[src/sv/sdg_pkg.sv]
// Package: shared widths and constants for the segment step/dir generator.
`default_nettype none
package sdg_pkg;
    localparam int NAX = 6;
    localparam int AXES_DEF = 6;
    localparam int W = 32;
    localparam int TW = 33;
    localparam logic [TW-1:0] T_MAX = {TW{1'b1}};
    localparam logic FUNC_LOAD = 1'b0;
    localparam logic FUNC_TICK = 1'b1;
endpackage
`default_nettype wire

[src/sv/sdg_div.sv]
// Module: bit-serial restoring divider, one quotient bit per cycle.
`default_nettype none
module sdg_div (
    input  wire logic                    i_clk,
    input  wire logic                    i_rst_n,
    input  wire logic                    i_start,
    input  wire logic [sdg_pkg::W-1:0]   i_num,
    input  wire logic [sdg_pkg::W-1:0]   i_den,
    output logic                         o_done,
    output logic [sdg_pkg::W-1:0]        o_quo
);
    logic [sdg_pkg::W-1:0] r_q, n_q;
    logic [sdg_pkg::W:0]   r_rem, n_rem;
    logic [sdg_pkg::W-1:0] r_den;
    logic [5:0]            r_cnt, n_cnt;
    logic                  r_run, n_run;
    logic [sdg_pkg::W:0]   sh;

    always_comb begin
        n_q   = r_q;
        n_rem = r_rem;
        n_cnt = r_cnt;
        n_run = r_run;
        sh    = {r_rem[sdg_pkg::W-1:0], r_q[sdg_pkg::W-1]};
        if (i_start) begin
            n_q   = i_num;
            n_rem = '0;
            n_cnt = 6'(sdg_pkg::W);
            n_run = 1'b1;
        end else if (r_run) begin
            if (sh >= {1'b0, r_den}) begin
                n_rem = sh - {1'b0, r_den};
                n_q   = {r_q[sdg_pkg::W-2:0], 1'b1};
            end else begin
                n_rem = sh;
                n_q   = {r_q[sdg_pkg::W-2:0], 1'b0};
            end
            n_cnt = r_cnt - 6'd1;
            if (r_cnt == 6'd1) n_run = 1'b0;
        end
    end

    always_ff @(posedge i_clk) begin
        if (!i_rst_n) begin
            r_run <= 1'b0;
            r_cnt <= '0;
        end else begin
            r_run <= n_run;
            r_cnt <= n_cnt;
        end
        r_q   <= n_q;
        r_rem <= n_rem;
        if (i_start) r_den <= i_den;
    end

    assign o_done = r_run && (r_cnt == 6'd1);
    assign o_quo  = n_q;
endmodule
`default_nettype wire

[src/sv/segment_step_dir_generator_unit.sv]
// Module: top level of the six-axis segment step/dir generator.
//
//  channel | dir | handshake      | payload
//  in      | in  | valid / stall  | func, halt, segment_length, axisN_steps
//  out     | out | valid / stall  | step_mask, dir_mask, busy_res, accepted, positions
//  cfg     | in  | valid / ready  | invert_mask
//
// A tick or a refused load goes straight to the result. A load visits each axis in
// turn, running the one serial divider for each moving axis and skipping it for idle
// ones; a load that ends at once clears busy before its result is shown. Synchronous
// active-low reset clears all state but step latches and divider data. Output stall
// holds the result; a new request is taken once the result register is free.
`default_nettype none
module segment_step_dir_generator_unit #(
    parameter int AXES = sdg_pkg::AXES_DEF
) (
    input  wire logic                      i_clk,
    input  wire logic                      i_rst_n,
    input  wire logic                      i_in_valid,
    output logic                           o_in_stall,
    input  wire logic                      i_func,
    input  wire logic                      i_halt,
    input  wire logic [31:0]               i_segment_length,
    input  wire logic signed [31:0]        i_axis0_steps,
    input  wire logic signed [31:0]        i_axis1_steps,
    input  wire logic signed [31:0]        i_axis2_steps,
    input  wire logic signed [31:0]        i_axis3_steps,
    input  wire logic signed [31:0]        i_axis4_steps,
    input  wire logic signed [31:0]        i_axis5_steps,
    output logic                           o_out_valid,
    input  wire logic                      i_out_stall,
    output logic [5:0]                     o_step_mask,
    output logic [5:0]                     o_dir_mask,
    output logic                           o_busy_res,
    output logic                           o_accepted,
    output logic signed [31:0]             o_axis0_position,
    output logic signed [31:0]             o_axis1_position,
    output logic signed [31:0]             o_axis2_position,
    output logic signed [31:0]             o_axis3_position,
    output logic signed [31:0]             o_axis4_position,
    output logic signed [31:0]             o_axis5_position,
    input  wire logic                      i_cfg_valid,
    output logic                           o_cfg_ready,
    input  wire logic [5:0]                i_cfg_data
);
    localparam int N = sdg_pkg::NAX;
    localparam int W = sdg_pkg::W;
    localparam int TW = sdg_pkg::TW;
    localparam logic [1:0] S_IDLE = 2'd0;
    localparam logic [1:0] S_DIV  = 2'd1;
    localparam logic [1:0] S_WAIT = 2'd2;
    localparam logic [1:0] S_OUT  = 2'd3;

    logic [1:0]    r_st;
    logic [5:0]    r_inv;
    logic [TW-1:0] r_el;
    logic          r_act;
    logic [W-1:0]  r_dur;
    logic [W-1:0]  r_left [N];
    logic [W-1:0]  r_ivl  [N];
    logic [TW-1:0] r_due  [N];
    logic [N-1:0]  r_neg, r_dir;
    logic [W-1:0]  r_pos  [N];
    logic [W-1:0]  r_stp  [N];
    logic [2:0]    r_ax;
    logic [5:0]    r_smask;
    logic          r_acc;

    logic          div_start, div_done;
    logic [W-1:0]  div_quo, mag, ivl;
    logic          any_left;
    logic [W-1:0]  in_stp [N];

    assign in_stp[0] = i_axis0_steps;
    assign in_stp[1] = i_axis1_steps;
    assign in_stp[2] = i_axis2_steps;
    assign in_stp[3] = i_axis3_steps;
    assign in_stp[4] = i_axis4_steps;
    assign in_stp[5] = i_axis5_steps;

    wire load_end = r_acc && r_act && !any_left && (r_el >= TW'(r_dur));

    assign o_in_stall  = (r_st != S_IDLE);
    assign o_cfg_ready = (r_st == S_IDLE);
    assign o_out_valid = (r_st == S_OUT) && !load_end;

    wire take = i_in_valid && (r_st == S_IDLE);
    wire cur_zero = (r_stp[r_ax] == '0);
    assign mag = r_stp[r_ax][W-1] ? (W'(0) - r_stp[r_ax]) : r_stp[r_ax];
    assign ivl = (div_quo == '0) ? W'(1) : div_quo;
    assign div_start = (r_st == S_DIV) && !cur_zero;

    sdg_div u_div (
        .i_clk   (i_clk),
        .i_rst_n (i_rst_n),
        .i_start (div_start),
        .i_num   (r_dur),
        .i_den   (mag),
        .o_done  (div_done),
        .o_quo   (div_quo)
    );

    always_comb begin
        any_left = 1'b0;
        for (int i = 0; i < AXES; i++) if (r_left[i] != '0) any_left = 1'b1;
    end

    wire last_ax = (r_ax == 3'(AXES - 1));

    always_ff @(posedge i_clk) begin
        if (!i_rst_n) begin
            r_st <= S_IDLE;
            r_inv <= '0;
            r_el <= '0;
            r_act <= 1'b0;
            r_dur <= '0;
            r_neg <= '0;
            r_dir <= '0;
            r_ax <= '0;
            r_smask <= '0;
            r_acc <= 1'b0;
            for (int i = 0; i < N; i++) begin
                r_left[i] <= '0;
                r_ivl[i] <= '0;
                r_due[i] <= '0;
                r_pos[i] <= '0;
            end
        end else begin
            case (r_st)
                S_IDLE: begin
                    if (i_cfg_valid) r_inv <= i_cfg_data;
                    if (take) begin
                        if (i_func == sdg_pkg::FUNC_LOAD && !i_halt && !r_act) begin
                            r_smask <= '0;
                            r_acc <= 1'b1;
                            r_dur <= i_segment_length;
                            r_el <= '0;
                            r_act <= 1'b1;
                            r_ax <= '0;
                            for (int i = 0; i < N; i++) r_stp[i] <= in_stp[i];
                            r_st <= S_DIV;
                        end else begin
                            r_acc <= 1'b0;
                            r_st <= S_OUT;
                            if (i_func == sdg_pkg::FUNC_TICK && !i_halt && r_act) begin
                                logic [TW-1:0] el;
                                logic          left;
                                logic [5:0]    sm;
                                el = (r_el != sdg_pkg::T_MAX) ? r_el + TW'(1) : r_el;
                                left = 1'b0;
                                sm = '0;
                                r_el <= el;
                                for (int i = 0; i < AXES; i++) begin
                                    if (r_left[i] != '0 && r_due[i] <= el) begin
                                        sm[i] = 1'b1;
                                        r_pos[i] <= r_pos[i] + (r_neg[i] ? {W{1'b1}} : W'(1));
                                        r_left[i] <= r_left[i] - W'(1);
                                        r_due[i] <= r_due[i] + TW'(r_ivl[i]);
                                        if (r_left[i] != W'(1)) left = 1'b1;
                                    end else if (r_left[i] != '0) left = 1'b1;
                                end
                                r_smask <= sm;
                                if (!left && el >= TW'(r_dur)) r_act <= 1'b0;
                            end else begin
                                r_smask <= '0;
                            end
                        end
                    end
                end
                S_DIV: begin
                    if (cur_zero) begin
                        r_left[r_ax] <= '0;
                        r_ivl[r_ax] <= {W{1'b1}};
                        r_due[r_ax] <= TW'({W{1'b1}});
                        r_neg[r_ax] <= 1'b0;
                        if (last_ax) r_st <= S_OUT;
                        r_ax <= r_ax + 3'd1;
                    end else r_st <= S_WAIT;
                end
                S_WAIT: begin
                    if (div_done) begin
                        r_neg[r_ax] <= r_stp[r_ax][W-1];
                        r_dir[r_ax] <= !r_stp[r_ax][W-1] ^ r_inv[r_ax];
                        r_left[r_ax] <= mag;
                        r_ivl[r_ax] <= ivl;
                        r_due[r_ax] <= TW'(ivl >> 1);
                        r_ax <= r_ax + 3'd1;
                        r_st <= last_ax ? S_OUT : S_DIV;
                    end
                end
                S_OUT: begin
                    if (load_end) r_act <= 1'b0;
                    else if (!i_out_stall) r_st <= S_IDLE;
                end
                default: r_st <= S_IDLE;
            endcase
        end
    end

    always_comb begin
        o_step_mask = r_smask;
        o_dir_mask = '0;
        for (int i = 0; i < AXES; i++) o_dir_mask[i] = r_dir[i];
        o_busy_res = r_act;
        o_accepted = r_acc;
    end

    assign o_axis0_position = (0 < AXES) ? r_pos[0] : '0;
    assign o_axis1_position = (1 < AXES) ? r_pos[1] : '0;
    assign o_axis2_position = (2 < AXES) ? r_pos[2] : '0;
    assign o_axis3_position = (3 < AXES) ? r_pos[3] : '0;
    assign o_axis4_position = (4 < AXES) ? r_pos[4] : '0;
    assign o_axis5_position = (5 < AXES) ? r_pos[5] : '0;
endmodule
`default_nettype wire

[config.mk]
export PLATFORM = sky130hd
export DESIGN_NAME = segment_step_dir_generator_unit
export DESIGN_NICKNAME = d
export VERILOG_FILES = /design/src/sv/sdg_pkg.sv /design/src/sv/sdg_div.sv /design/src/sv/segment_step_dir_generator_unit.sv
export SDC_FILE = /design/constraint.sdc
export NUM_CORES = 2
export LEC_CHECK = 0
export ABC_AREA = 1
export ABC_CLOCK_PERIOD_IN_PS = 25300
export BUFFER_PORTS_ARGS = -buffer_cell sky130_fd_sc_hd__buf_2
export CAP_MARGIN = 10
export CORE_AREA = 2 2 563 453
export DETAILED_ROUTE_END_ITERATION = 8
export DIE_AREA = 0 0 565 455
export HOLD_SLACK_MARGIN = 0.1
export PLACE_DENSITY = 0.5
export SKIP_CTS_REPAIR_TIMING = 1
export SYNTH_ARGS = -nofsm -noshare
export SYNTH_HDL_FRONTEND = slang
export SYNTH_SLANG_ARGS = --single-unit
[constraint.sdc]
create_clock -name i_clk -period 25.3 [get_ports i_clk]
set_input_delay 3.795 -clock i_clk [delete_from_list [all_inputs] [get_ports i_clk]]
set_output_delay 3.795 -clock i_clk [all_outputs]
set_load 0.02 [all_outputs]
==> results.py <==
metrics = {
    "finish": {
        "area_growth_pct": 14.76,
        "fin_cells": 12507,
        "drive_gt1_frac": 0.1038,
        "finish.utilization": 0.3424,
        "nNetsFinal": 9968,
    },
    "sta": {
        "timing.fmax_mhz": 131.0,
        "worst_pin_slew_ns": 1.283,
        "max-slew-margin-rel": 0.1440,
        "setup_viol": 0,
        "fin_skew_ns": 0.03619,
        "finalSetupTns_ns": 0,
        "slew_viol_final": 0,
        "hold_violations": 0,
        "grt_setup_unrepaired": "no",
        "finalCritPeriodShare": 0.3017,
        "fin_crit_ns": 7.634,
    },
    "clocking": {
        "clock_path_buffers": 3,
        "htree_num_levels": 4,
        "cts_tree": "yes",
        "cts_inserted_buffers": 145,
        "clkLatencyLatePin_ns": 0.80,
        "cts_sinks": 1168,
        "root_buffer": "clkbuf_16",
        "path_clk_slew_ns": 0.06,
    },
    "worst_setup_path": {
        "arrival_ns": 3.84,
        "cp_max_fo": 3,
        "critical_path.max_stage_delay_ns": 0.42,
        "crit_path_start_kind": "register",
        "crit_chain": "inv_1, ha_1, nand2_1, nor3_1, inv_1, or2_2, nor2_1, nand2_1, nor2_1, nand3_1, nor4_1, buf_4, a21oi_1, buf_2",
        "crit_required_ns": 21.50,
        "slowest_stage": "edfxtp_1",
        "end_kind": "output port",
        "path_class": "register to output port",
    },
    "route": {
        "ant_nets": 0,
        "drtIter0Drc": 5983,
        "dr.pass1.iters": 6,
        "viasPerCell": 5.102,
        "routed-via-count": 63810,
        "wl_per_cell_um": 20.87,
        "wl_um": 261000,
        "drc": 0,
    },
    "floorplanning": {
        "io_pins": 446,
        "rows": 165,
        "core_area_sq_mm": 0.2515,
        "die_x_um": 565,
        "start_util": 0.2984,
        "die-area_sq_mm": 0.2571,
        "die_h_um": 455,
    },
    "synthesis": {
        "yosys_warnings": 0,
        "ys_ff_latch": 1168,
        "synth_commonest_cells": "nand2_1, edfxtp_1, nor2_1, inv_1, a21oi_1",
        "postSynthCellCount": 8566,
        "ys.flop_type": "edfxtp_1",
        "synth_area_leaders": "edfxtp_1, ha_1, nand2_1, a21oi_1, nor2_1",
        "netlist.area_leader.share": 0.3970,
        "synth_most_common_cell": "nand2_1",
        "ys_types": 70,
        "synth_edf_count": 992,
        "yosys.area.top_type": "edfxtp_1",
        "yosysSeqAreaShare": 0.4440,
        "synthArstFlopShare": 0,
        "avgSynthCellArea_sq_um": 8.759,
        "syn_area_sq_mm": 0.07503,
        "syn-num-nets": 9499,
    },
    "global_route": {
        "grt_max_degree": 74,
        "grt_overflow": 0,
        "grt_usage": 0.1966,
        "grt_pass1_vias": 59457,
        "grt_pass1_wl_um": 383400,
        "antenna_found_initial": 38,
    },
    "placed_design": {
        "gp_congestion": 0.9236,
        "port_buffers": 445,
        "dp.cells": 12228,
        "dpl.hpwl_um": 188300,
    },
    "power": {
        "p_leak_nw": 36.61,
        "peakVddDrop_v": 0.00006544,
        "p_per_area_mw_per_mm2": 71.95,
    },
    "job": {
        "cap_violations": 0,
    },
    "status": {
        "outcome": "completed",
    },
    "hold_path": {
        "hp-class": "register to register",
    },
}
[cells by family after synthesis]
family          share of synthesized area
simple gates                       0.1756
compound gates                     0.1465
flops                              0.4440
buf+inv                           0.06047
fa+ha+maj                          0.1174
xor+xnor                          0.05603
[metrics by stage]
| step | instance area [sq um] | power (mW) | setup WS, ns | hold WS [ns] |
|---|---|---|---|---|
| after floorplan | 75030 | 3.562 | 11.82 | 0.4422 |
| after global placement | 81320 | 4.082 | 17.68 | 0.4616 |
| after detailed placement | 81320 | 4.097 | 17.66 | 0.4597 |
| after CTS | 86060 | 6.229 | 17.58 | 0.4687 |
| after global routing | 86090 | 6.520 | 17.38 | 0.5017 |
| final | 86100 | 6.195 | 17.67 | 0.4663 |
[final timing paths]
| check | from | endpoint | slack (ns) | cells past startpoint |
|---|---|---|---|---|
| min | o_step_mask[2] | o_step_mask[2] | 0.47 | 2 |
| min reg2reg | o_step_mask[2] | o_step_mask[2] | 0.47 | 2 |
| max | r_left[4][0] | o_out_valid | 17.67 | 14 |
| max reg2reg | r_el[0] | r_left[1][3] | 18.29 | 34 |
[placed cells by master, fill, tap and decap left out, types with 23 or more instances in the layout]
cell and n:
nor2_2 23, clkbuf_16 150, or2_2 55, o21bai_1 24
ha_1 683, xnor2_1 177, buf_4 111, a21oi_1 771
buf_2 444, nor4_1 56, o211ai_1 45, o21ai_0 390
clkinv_2 23, nor2_1 943, a211oi_1 26, edfxtp_1 992
nand4_1 114, o21a_1 53, xor2_1 303, nand2_1 1493
o21ai_1 90, a31oi_1 48, o22ai_1 320, nand3_1 240
dfxtp_1 174, nor3_1 135, inv_1 896, a21boi_0 35
clkbuf_1 34
[area by class of cell]
cell class / instances / area, sq um
Fill cell: 25966 / 165400
Clock inverter: 62 / 633.1
Clock buffer: 200 / 4101
Multi-Input combinational cell: 6247 / 37330
Inverter: 918 / 3447
Antenna cell: 17 / 42.54
Timing Repair Buffer: 555 / 3055
Sequential cell: 1168 / 33310
Tap cell: 3340 / 4179
[worst max-delay path: cells and delay by family (launching register included)]
kind            cells  cell delay, ns
flops               1            0.42
simple gates        8            1.62
fa+ha+maj           1            0.19
buf+inv             4            0.68
compound gates      1            0.13
[power by group]
| part | total, mW | internal [mW] | switching (mW) | leakage, nW |
|---|---|---|---|---|
| Sequential | 2.36 | 2.26 | 0.0925 | 11.4 |
| Combinational | 1.72 | 0.525 | 1.20 | 22.9 |
| Clock | 2.11 | 1.23 | 0.886 | 2.32 |
| Total | 6.19 | 4.02 | 2.18 | 36.6 |
[per-layer routing]
metal / up-vias / global-route usage / part of all wire / wire [um]
met1: 30487 / 0.2819 / 0.47 / 121700
li1: 30920 / - / - / -
met3: 310 / 0.04113 / 0.082 / 21530
met4: 14 / 0.05132 / 0.024 / 6143
met5: - / 0 / 0.00032 / 84
met2: 2079 / 0.2983 / 0.43 / 111600
[registers in the layout, indices dropped and copies added (netlist names), named ones only]
name and flops:
u_div.r_run 1, r_ivl 192, r_dur 32, o_accepted 1
r_pos 192, o_step_mask 6, r_neg 6, o_dir_mask 6
o_busy_res 1, u_div.r_cnt 6, r_due 198, u_div.r_q 32
r_stp 192, u_div.r_den 32, r_left 192, r_st 2
r_ax 3, u_div.r_rem 32, r_el 33, r_inv 6
No activity file was read; power rests on OpenSTA's default activity.
